--- src/sv/uri_pd_pkg.sv ---
`timescale 1ns / 1ps
// Shared types, constants and character helpers for the URI percent decoder.
// Used by uri_pd_decode, uri_pd_serial and uri_percent_decoder.
package uri_pd_pkg;

    localparam logic [7:0] PCT_CHAR   = 8'h25;
    localparam logic [7:0] LEAD4_MASK = 8'hf8;
    localparam logic [7:0] LEAD4_CODE = 8'hf0;
    localparam logic [7:0] LEAD3_MASK = 8'hf0;
    localparam logic [7:0] LEAD3_CODE = 8'he0;
    localparam logic [7:0] LEAD2_MASK = 8'he0;
    localparam logic [7:0] LEAD2_CODE = 8'hc0;
    localparam logic [7:0] CONT_MASK  = 8'hc0;
    localparam logic [7:0] CONT_CODE  = 8'h80;
    localparam int         SEQ_DEPTH  = 3;
    localparam int         MAX_OUT    = 4;

    typedef enum logic [2:0] {
        PH_IDLE  = 3'd0,
        PH_HEX1  = 3'd1,
        PH_HEX2  = 3'd2,
        PH_CPCT  = 3'd3,
        PH_CHEX1 = 3'd4,
        PH_CHEX2 = 3'd5
    } phase_t;

    // results of one accepted item, held until drained
    typedef struct packed {
        logic [MAX_OUT-1:0][7:0] bytes;
        logic [1:0]              last_idx;
        logic                    err;
        logic                    fin;
    } burst_t;

    // bit 4 set marks a non-hex character
    function automatic logic [4:0] hex_value(input logic [7:0] c);
        logic [7:0] d;
        d = 8'h00;
        if (c inside {[8'h30:8'h39]})
        begin
            d = c - 8'h30;
        end
        else if (c inside {[8'h61:8'h66]})
        begin
            d = c - 8'h57;
        end
        else if (c inside {[8'h41:8'h46]})
        begin
            d = c - 8'h37;
        end
        else
        begin
            d = 8'h10;
        end
        return d[4:0];
    endfunction

    function automatic logic is_reserved(input logic [7:0] b);
        return b inside {8'h3b, 8'h2f, 8'h3f, 8'h3a, 8'h40, 8'h26,
                         8'h3d, 8'h2b, 8'h24, 8'h2c, 8'h23};
    endfunction

    function automatic logic [1:0] lead_count(input logic [7:0] v);
        logic [1:0] n;
        if ((v & LEAD4_MASK) == LEAD4_CODE)
        begin
            n = 2'd3;
        end
        else if ((v & LEAD3_MASK) == LEAD3_CODE)
        begin
            n = 2'd2;
        end
        else if ((v & LEAD2_MASK) == LEAD2_CODE)
        begin
            n = 2'd1;
        end
        else
        begin
            n = 2'd0;
        end
        return n;
    endfunction

endpackage

--- src/sv/uri_pd_decode.sv ---
`timescale 1ns / 1ps
// Escape parser: string state registers and the per-item result logic.
// Depends on uri_pd_pkg.
module uri_pd_decode (
    input  logic                 clk,
    input  logic                 rst_n,
    input  logic                 cfg_we,
    input  logic                 cfg_wdata,
    input  logic                 accept,
    input  logic [7:0]           in_byte,
    input  logic                 string_end,
    output logic                 burst_load,
    output uri_pd_pkg::burst_t   burst
);

    uri_pd_pkg::phase_t phase_reg, phase_next;
    logic [7:0] fhc_reg, fhc_next;
    logic [1:0] cl_reg, cl_next;
    logic [1:0] bc_reg, bc_next;
    logic       err_reg, err_next;
    logic       mode_reg;
    logic [7:0] seq_mem [uri_pd_pkg::SEQ_DEPTH];
    logic       seq_we;
    logic [1:0] seq_idx;
    logic [7:0] seq_wdata;
    logic [4:0] h_in;
    logic [4:0] h_first;
    logic [7:0] v;
    logic [1:0] lead_n;

    assign h_in    = uri_pd_pkg::hex_value(in_byte);
    assign h_first = uri_pd_pkg::hex_value(fhc_reg);
    assign v       = {h_first[3:0], h_in[3:0]};
    assign lead_n  = uri_pd_pkg::lead_count(v);

    always_comb
    begin
        logic       bad;
        logic [2:0] n;
        phase_next = phase_reg;
        fhc_next   = fhc_reg;
        cl_next    = cl_reg;
        bc_next    = bc_reg;
        err_next   = err_reg;
        seq_we     = 1'b0;
        seq_idx    = bc_reg;
        seq_wdata  = v;
        bad        = 1'b0;
        n          = 3'd0;
        burst      = '0;
        if (err_reg)
        begin
            bad = string_end;
        end
        else
        begin
            case (phase_reg)
                uri_pd_pkg::PH_HEX1, uri_pd_pkg::PH_CHEX1:
                begin
                    if (h_in[4])
                    begin
                        bad = 1'b1;
                    end
                    else
                    begin
                        fhc_next   = in_byte;
                        phase_next = (phase_reg == uri_pd_pkg::PH_HEX1) ?
                                     uri_pd_pkg::PH_HEX2 : uri_pd_pkg::PH_CHEX2;
                    end
                end
                uri_pd_pkg::PH_HEX2:
                begin
                    if (h_in[4])
                    begin
                        bad = 1'b1;
                    end
                    else if (!v[7])
                    begin
                        if (mode_reg && uri_pd_pkg::is_reserved(v))
                        begin
                            burst.bytes[0] = uri_pd_pkg::PCT_CHAR;
                            burst.bytes[1] = fhc_reg;
                            burst.bytes[2] = in_byte;
                            n = 3'd3;
                        end
                        else
                        begin
                            burst.bytes[0] = v;
                            n = 3'd1;
                        end
                        phase_next = uri_pd_pkg::PH_IDLE;
                    end
                    else if (lead_n == 2'd0)
                    begin
                        bad = 1'b1;
                    end
                    else
                    begin
                        seq_we     = 1'b1;
                        seq_idx    = 2'd0;
                        cl_next    = lead_n;
                        bc_next    = 2'd1;
                        phase_next = uri_pd_pkg::PH_CPCT;
                    end
                end
                uri_pd_pkg::PH_CPCT:
                begin
                    if (in_byte != uri_pd_pkg::PCT_CHAR)
                    begin
                        bad = 1'b1;
                    end
                    else
                    begin
                        phase_next = uri_pd_pkg::PH_CHEX1;
                    end
                end
                uri_pd_pkg::PH_CHEX2:
                begin
                    if (h_in[4] || ((v & uri_pd_pkg::CONT_MASK) != uri_pd_pkg::CONT_CODE))
                    begin
                        bad = 1'b1;
                    end
                    else if (cl_reg <= 2'd1 || bc_reg == 2'd3)
                    begin
                        for (int i = 0; i < uri_pd_pkg::SEQ_DEPTH; i++)
                        begin
                            if (2'(i) < bc_reg)
                            begin
                                burst.bytes[i] = seq_mem[i];
                            end
                        end
                        burst.bytes[bc_reg] = v;
                        n          = {1'b0, bc_reg} + 3'd1;
                        cl_next    = 2'd0;
                        bc_next    = 2'd0;
                        phase_next = uri_pd_pkg::PH_IDLE;
                    end
                    else
                    begin
                        seq_we     = 1'b1;
                        bc_next    = bc_reg + 2'd1;
                        cl_next    = cl_reg - 2'd1;
                        phase_next = uri_pd_pkg::PH_CPCT;
                    end
                end
                default:
                begin
                    if (in_byte != uri_pd_pkg::PCT_CHAR)
                    begin
                        burst.bytes[0] = in_byte;
                        n = 3'd1;
                    end
                    else
                    begin
                        phase_next = uri_pd_pkg::PH_HEX1;
                    end
                end
            endcase
            if (string_end && phase_next != uri_pd_pkg::PH_IDLE)
            begin
                bad = 1'b1;
            end
        end

        if (bad && !string_end)
        begin
            err_next   = 1'b1;
            phase_next = uri_pd_pkg::PH_IDLE;
            n          = 3'd0;
        end
        else if (bad)
        begin
            burst.bytes = '0;
            burst.err   = 1'b1;
            n           = 3'd1;
        end

        if (string_end)
        begin
            phase_next = uri_pd_pkg::PH_IDLE;
            fhc_next   = 8'h00;
            cl_next    = 2'd0;
            bc_next    = 2'd0;
            err_next   = 1'b0;
        end

        burst.fin      = string_end;
        burst.last_idx = 2'(n - 3'd1);
        burst_load     = accept && (n != 3'd0);
    end

    always_ff @(posedge clk or negedge rst_n)
    begin
        if (!rst_n)
        begin
            phase_reg <= uri_pd_pkg::PH_IDLE;
            fhc_reg   <= 8'h00;
            cl_reg    <= 2'd0;
            bc_reg    <= 2'd0;
            err_reg   <= 1'b0;
            mode_reg  <= 1'b0;
        end
        else
        begin
            if (cfg_we)
            begin
                mode_reg <= cfg_wdata;
            end
            if (accept)
            begin
                phase_reg <= phase_next;
                fhc_reg   <= fhc_next;
                cl_reg    <= cl_next;
                bc_reg    <= bc_next;
                err_reg   <= err_next;
            end
        end
    end

    always_ff @(posedge clk)
    begin
        if (accept && seq_we)
        begin
            seq_mem[seq_idx] <= seq_wdata;
        end
    end

endmodule

--- src/sv/uri_pd_serial.sv ---
`timescale 1ns / 1ps
// Result register: holds one item's results and hands them out one per cycle while out_ready is high.
// Depends on uri_pd_pkg.
module uri_pd_serial (
    input  logic                 clk,
    input  logic                 rst_n,
    input  logic                 burst_load,
    input  uri_pd_pkg::burst_t   burst,
    output logic                 free,
    output logic                 out_valid,
    input  logic                 out_ready,
    output logic [7:0]           out_byte,
    output logic                 is_error,
    output logic                 run_last,
    output logic                 string_last
);

    uri_pd_pkg::burst_t burst_reg;
    logic               valid_reg, valid_next;
    logic [1:0]         idx_reg, idx_next;

    assign out_valid   = valid_reg;
    assign out_byte    = burst_reg.bytes[idx_reg];
    assign is_error    = burst_reg.err;
    assign run_last    = (idx_reg == burst_reg.last_idx);
    assign string_last = run_last && burst_reg.fin;
    assign free        = !valid_reg || (out_ready && run_last);

    always_comb
    begin
        valid_next = valid_reg;
        idx_next   = idx_reg;
        if (burst_load)
        begin
            valid_next = 1'b1;
            idx_next   = 2'd0;
        end
        else if (valid_reg && out_ready)
        begin
            if (run_last)
            begin
                valid_next = 1'b0;
            end
            else
            begin
                idx_next = idx_reg + 2'd1;
            end
        end
    end

    always_ff @(posedge clk or negedge rst_n)
    begin
        if (!rst_n)
        begin
            valid_reg <= 1'b0;
            idx_reg   <= 2'd0;
        end
        else
        begin
            valid_reg <= valid_next;
            idx_reg   <= idx_next;
        end
    end

    always_ff @(posedge clk)
    begin
        if (burst_load)
        begin
            burst_reg <= burst;
        end
    end

    a_load_only_when_free: assert property (@(posedge clk) disable iff (!rst_n)
        burst_load |-> free)
        else $error("results loaded over undrained item");

    a_idx_in_range: assert property (@(posedge clk) disable iff (!rst_n)
        valid_reg |-> idx_reg <= burst_reg.last_idx)
        else $error("result index past end of item");

    a_error_single: assert property (@(posedge clk) disable iff (!rst_n)
        (valid_reg && is_error) |-> (out_byte == 8'h00 && run_last && string_last))
        else $error("error result malformed");

    a_drain_empties: assert property (@(posedge clk) disable iff (!rst_n)
        (valid_reg && out_ready && run_last && !burst_load) |=> !valid_reg)
        else $error("result register not emptied after last result");

endmodule

--- src/sv/uri_percent_decoder.sv ---
`timescale 1ns / 1ps
// URI percent decoder top level: parser and result register.
// Depends on uri_pd_pkg, uri_pd_decode and uri_pd_serial.
//
// Usage:
//   Input channel (in_valid/in_ready) carries one string byte per item in
//   in_byte, with string_end set on the final byte. Output channel
//   (out_valid/out_ready) carries up to 4 results per item: out_byte, is_error,
//   run_last (last result of its input item) and string_last.
//   cfg_we/cfg_wdata write reserved_mode (1 keeps ;/?:@&=+$,# escaped).
// Timing:
//   An item is parsed in the cycle it is accepted; its first result is
//   valid on the next cycle. An item yields 0 to 4 results, drained one per
//   cycle while out_ready is high from the result register. A new item is
//   accepted in the same cycle as the last result of the previous one is
//   taken, giving one item per cycle for single-result bytes while
//   out_ready is high; an item with no result still waits while the
//   result register holds undrained results.
// Reset: clears parser state, the error latch, reserved_mode and the output valid flag.
// Stall: with out_ready low the result register holds and in_ready drops.
module uri_percent_decoder (
    input  logic       clk,
    input  logic       rst_n,
    input  logic       cfg_we,
    input  logic       cfg_wdata,
    input  logic       in_valid,
    output logic       in_ready,
    input  logic [7:0] in_byte,
    input  logic       string_end,
    output logic       out_valid,
    input  logic       out_ready,
    output logic [7:0] out_byte,
    output logic       is_error,
    output logic       run_last,
    output logic       string_last
);

    uri_pd_pkg::burst_t burst;
    logic               burst_load;
    logic               free;
    logic               accept;

    assign in_ready = free;
    assign accept   = in_valid && free;

    uri_pd_decode u_decode (
        .clk        (clk),
        .rst_n      (rst_n),
        .cfg_we     (cfg_we),
        .cfg_wdata  (cfg_wdata),
        .accept     (accept),
        .in_byte    (in_byte),
        .string_end (string_end),
        .burst_load (burst_load),
        .burst      (burst)
    );

    uri_pd_serial u_serial (
        .clk         (clk),
        .rst_n       (rst_n),
        .burst_load  (burst_load),
        .burst       (burst),
        .free        (free),
        .out_valid   (out_valid),
        .out_ready   (out_ready),
        .out_byte    (out_byte),
        .is_error    (is_error),
        .run_last    (run_last),
        .string_last (string_last)
    );

endmodule
--- config.mk ---
export PLATFORM = sky130hd
export DESIGN_NAME = uri_percent_decoder
export DESIGN_NICKNAME = d
export VERILOG_FILES = /design/src/sv/uri_pd_pkg.sv /design/src/sv/uri_pd_decode.sv /design/src/sv/uri_pd_serial.sv /design/src/sv/uri_percent_decoder.sv
export SDC_FILE = /design/constraint.sdc
export NUM_CORES = 1
export LEC_CHECK = 0
export BUFFER_PORTS_ARGS = -buffer_cell sky130_fd_sc_hd__clkbuf_2
export CORE_UTILIZATION = 65
export CTS_CLUSTER_DIAMETER = 40
export CTS_CLUSTER_SIZE = 24
export DETAILED_ROUTE_END_ITERATION = 6
export GPL_TIMING_DRIVEN = 0
export HOLD_SLACK_MARGIN = 0.08
export PLACE_DENSITY = 0.84
export SLEW_MARGIN = 5
export SYNTH_ARGS = -nofsm -noshare
export SYNTH_HDL_FRONTEND = slang
export SYNTH_SLANG_ARGS = --single-unit
--- constraint.sdc ---
create_clock -name clk -period 13.6 [get_ports clk]
set_clock_uncertainty 0.15 [all_clocks]
set_input_delay 2.04 -clock clk [delete_from_list [all_inputs] [get_ports clk]]
set_output_delay 2.04 -clock clk [all_outputs]
set_load 0.02 [all_outputs]
==> impl_metrics.ini <==
[outcome]
status = completed

[timing]
slew_violations = 0
post-route-min-period_ns = 6.258
period_share_pct = 46.02
slew_headroom_pct = 8.644
fmax_mhz = 159.8
rsz0062_at_grt = no
finalHoldViolCount = 0
fin_tns_setup_ns = 0
finalSetupViolCount = 0
worst_pin_slew_ns = 1.360

[worst_hold_path]
hold_class = flip-flop to flip-flop
holdPathStages = 1
min_from = u_decode.cl_reg[1]
hold_end = u_decode.cl_reg[1]

[cells_and_area]
layout-drive-gt1-share_pct = 16.73
layout_commonest_cell = nor2_1
syn2layout_area_growth_pct = 9.755
final_nets = 569
antenna_cells = 0
nFillCells = 542
post-route-util_pct = 75.26
largest_reg_flops = 35
layout_common_cells = nor2_1, edfxtp_1, a21oi_1

[worst_setup_path]
crit_fanout = 32
rrSetupSlack_ns = 8.81
startpoint_type = input pin
cp_slowest_cell = or4b_4
worstPathCellList = clkbuf_2, buf_2, inv_1, ha_1, or3b_1, and2_1, a22oi_1, inv_1, or4b_4, o32ai_4, nand2_2, a211o_1, ha_1, a21oi_4, buf_12
critical-path-max-stage-delay_ns = 0.57
crit_type = input pin to flip-flop
crit_required_ns = 13.51
worstSetupEndpointType = flip-flop
r2r_cells = 14
cp_num_buf_inv = 5
cp_top_family = simple AND/OR/NAND/NOR gates
rr_startpoint = u_decode.fhc_reg[0]
worstPathArrival_ns = 6.17
reg2reg_to = u_serial.burst_reg[20]

[cts]
cts_tree = yes
htreeDepth = 3
clkTransAtPathRegs_ns = 0.08
holdBufCountCts = 0
numCtsBuffers = 9
cts_buffer_depth = 2
clk_latency_ns = 0.36
post_cts_buffers = 0
cts_resized = 0
clock-sinks = 80
cts-root-buf = clkbuf_8

[global_routing]
met1_usage_pct = 45.89
overflow = 0
use_met3_pct = 7.445
use_met2_pct = 60.62
grt_most_used_layer = met2
grt_pass1_wl_um = 22900
grtUsageTotal_pct = 36.87
grt_pass1_vias = 4375
grt_max_degree = 33
antenna_found_initial = 0

[synthesis]
syn_nets = 531
synth_cells = 501
synthDistinctLibCells = 83
synth_edf_count = 60
seq_area_frac_synth_pct = 45.56
synth-seq-cells = 80
synth.cell_area_um2 = 5054
yosys_warnings = 0
synth_top_flop_cell = edfxtp_1
syn_area_per_cell_um2 = 10.09
async_flop_share_pct = 25.00

[pwr]
cellPowerDensity_nw_per_um2 = 181.3
ir_drop_v = 0.0001525
power.leakage_nw = 2.006

[die]
die_area_um2 = 8132
rows = 31
dieWidth_um = 90.18
die_h_um = 90.18
io_pins = 28
core_area_um2 = 7370
start_util_pct = 68.57

[drt]
drc = 0
route.vias.total = 4409
routed_via_density = 6.857
wire_per_inst_um = 21.83
ant_nets = 0
initialDrtViolationCount = 731
drt-pass1-iter-count = 5
routed_wl_um = 14030

[placed_design]
gp_congestion = 0.9351
dp_hpwl_um = 10100
portBuffers = 26

[job]
drv_cap = 0
==> layout make-up <==
type | count | area, um^2 | area share [%]
clock inverters | 7 | 87.58 | 1.579
flip-flops and latches | 80 | 2302 | 41.51
multi-input cells | 365 | 2521 | 45.45
inverters | 24 | 90.09 | 1.624
plain buffers | 32 | 147.6 | 2.662
clock buffers | 9 | 123.9 | 2.233
well taps | 99 | 123.9 | 2.233
repair buffers | 27 | 150.1 | 2.707
==> worst max path at each step <==
stage,from,to,slack (ns),depth (start not counted)
floorplan,in_byte[0],u_serial.burst_reg[0],7.09,13
global placement,in_byte[0],u_serial.burst_reg[28],6.16,14
detailed placement,in_byte[0],u_serial.burst_reg[0],7.05,15
CTS,in_byte[0],u_serial.burst_reg[20],7.42,15
global route,in_byte[1],u_serial.burst_reg[20],7.14,15
finish,in_byte[0],u_serial.burst_reg[20],7.34,15
==> kinds of logic (layout without fill, tap and decap cells) <==
family                   Yosys count  after routing  share of synthesized area [%]
AND/OR/NAND/NOR                  174            174                          17.53
AO/OA/AOI/OAI                    153            153                          22.16
flip-flops                        80             80                          45.56
buffers and inverters             56             99                          4.704
multiplexers                      16             16                          5.224
adder cells (fa/ha/maj)           15             15                          3.714
XOR/XNOR                           6              6                          1.040
other                              1              1                        0.07420
==> cell usage after synthesis (12+ instances only) <==
cell      instances  area share [%]
nand3_1          15             1.5
nand2_1          32             2.4
ha_1             15             3.7
a31oi_1          17             2.1
a21oi_1          37             3.7
dfrtp_1          20             9.9
o21ai_0          16             1.6
edfxtp_1         60              36
nor3_1           12             1.2
a22oi_1          19             2.8
clkbuf_1         16             1.2
nor2_1           65             4.8
inv_1            23             1.7
==> layer usage <==
metal / vias up / share of wire [%]
met5: - / 0
met4: 0 / 5.0
met3: 65 / 10
met2: 304 / 48
met1: 2071 / 37
li1: 1969 / -
==> where the power goes <==
part,leakage (nW),switching [mW],internal (mW)
registers,0.813,0.0274,0.331
logic,1.09,0.299,0.162
clock network,0.0996,0.0987,0.0883
total,2.01,0.425,0.581
==> through the flow <==
step           std cells  hold WS, ns  setup slack (ns)  power [mW]  area (um^2)
2_1_floorplan        501       0.3296             7.093      0.6769         5054
3_3_place_gp         626       0.3456             6.158      0.7832         5308
3_5_place_dp         627       0.3621             7.052      0.8146         5335
4_1_cts              643       0.3820             7.424       1.001         5547
5_1_grt              643       0.4056             7.144       1.059         5547
6_report             643       0.3783             7.342       1.006         5547
(Power assumes the default switching activity.)
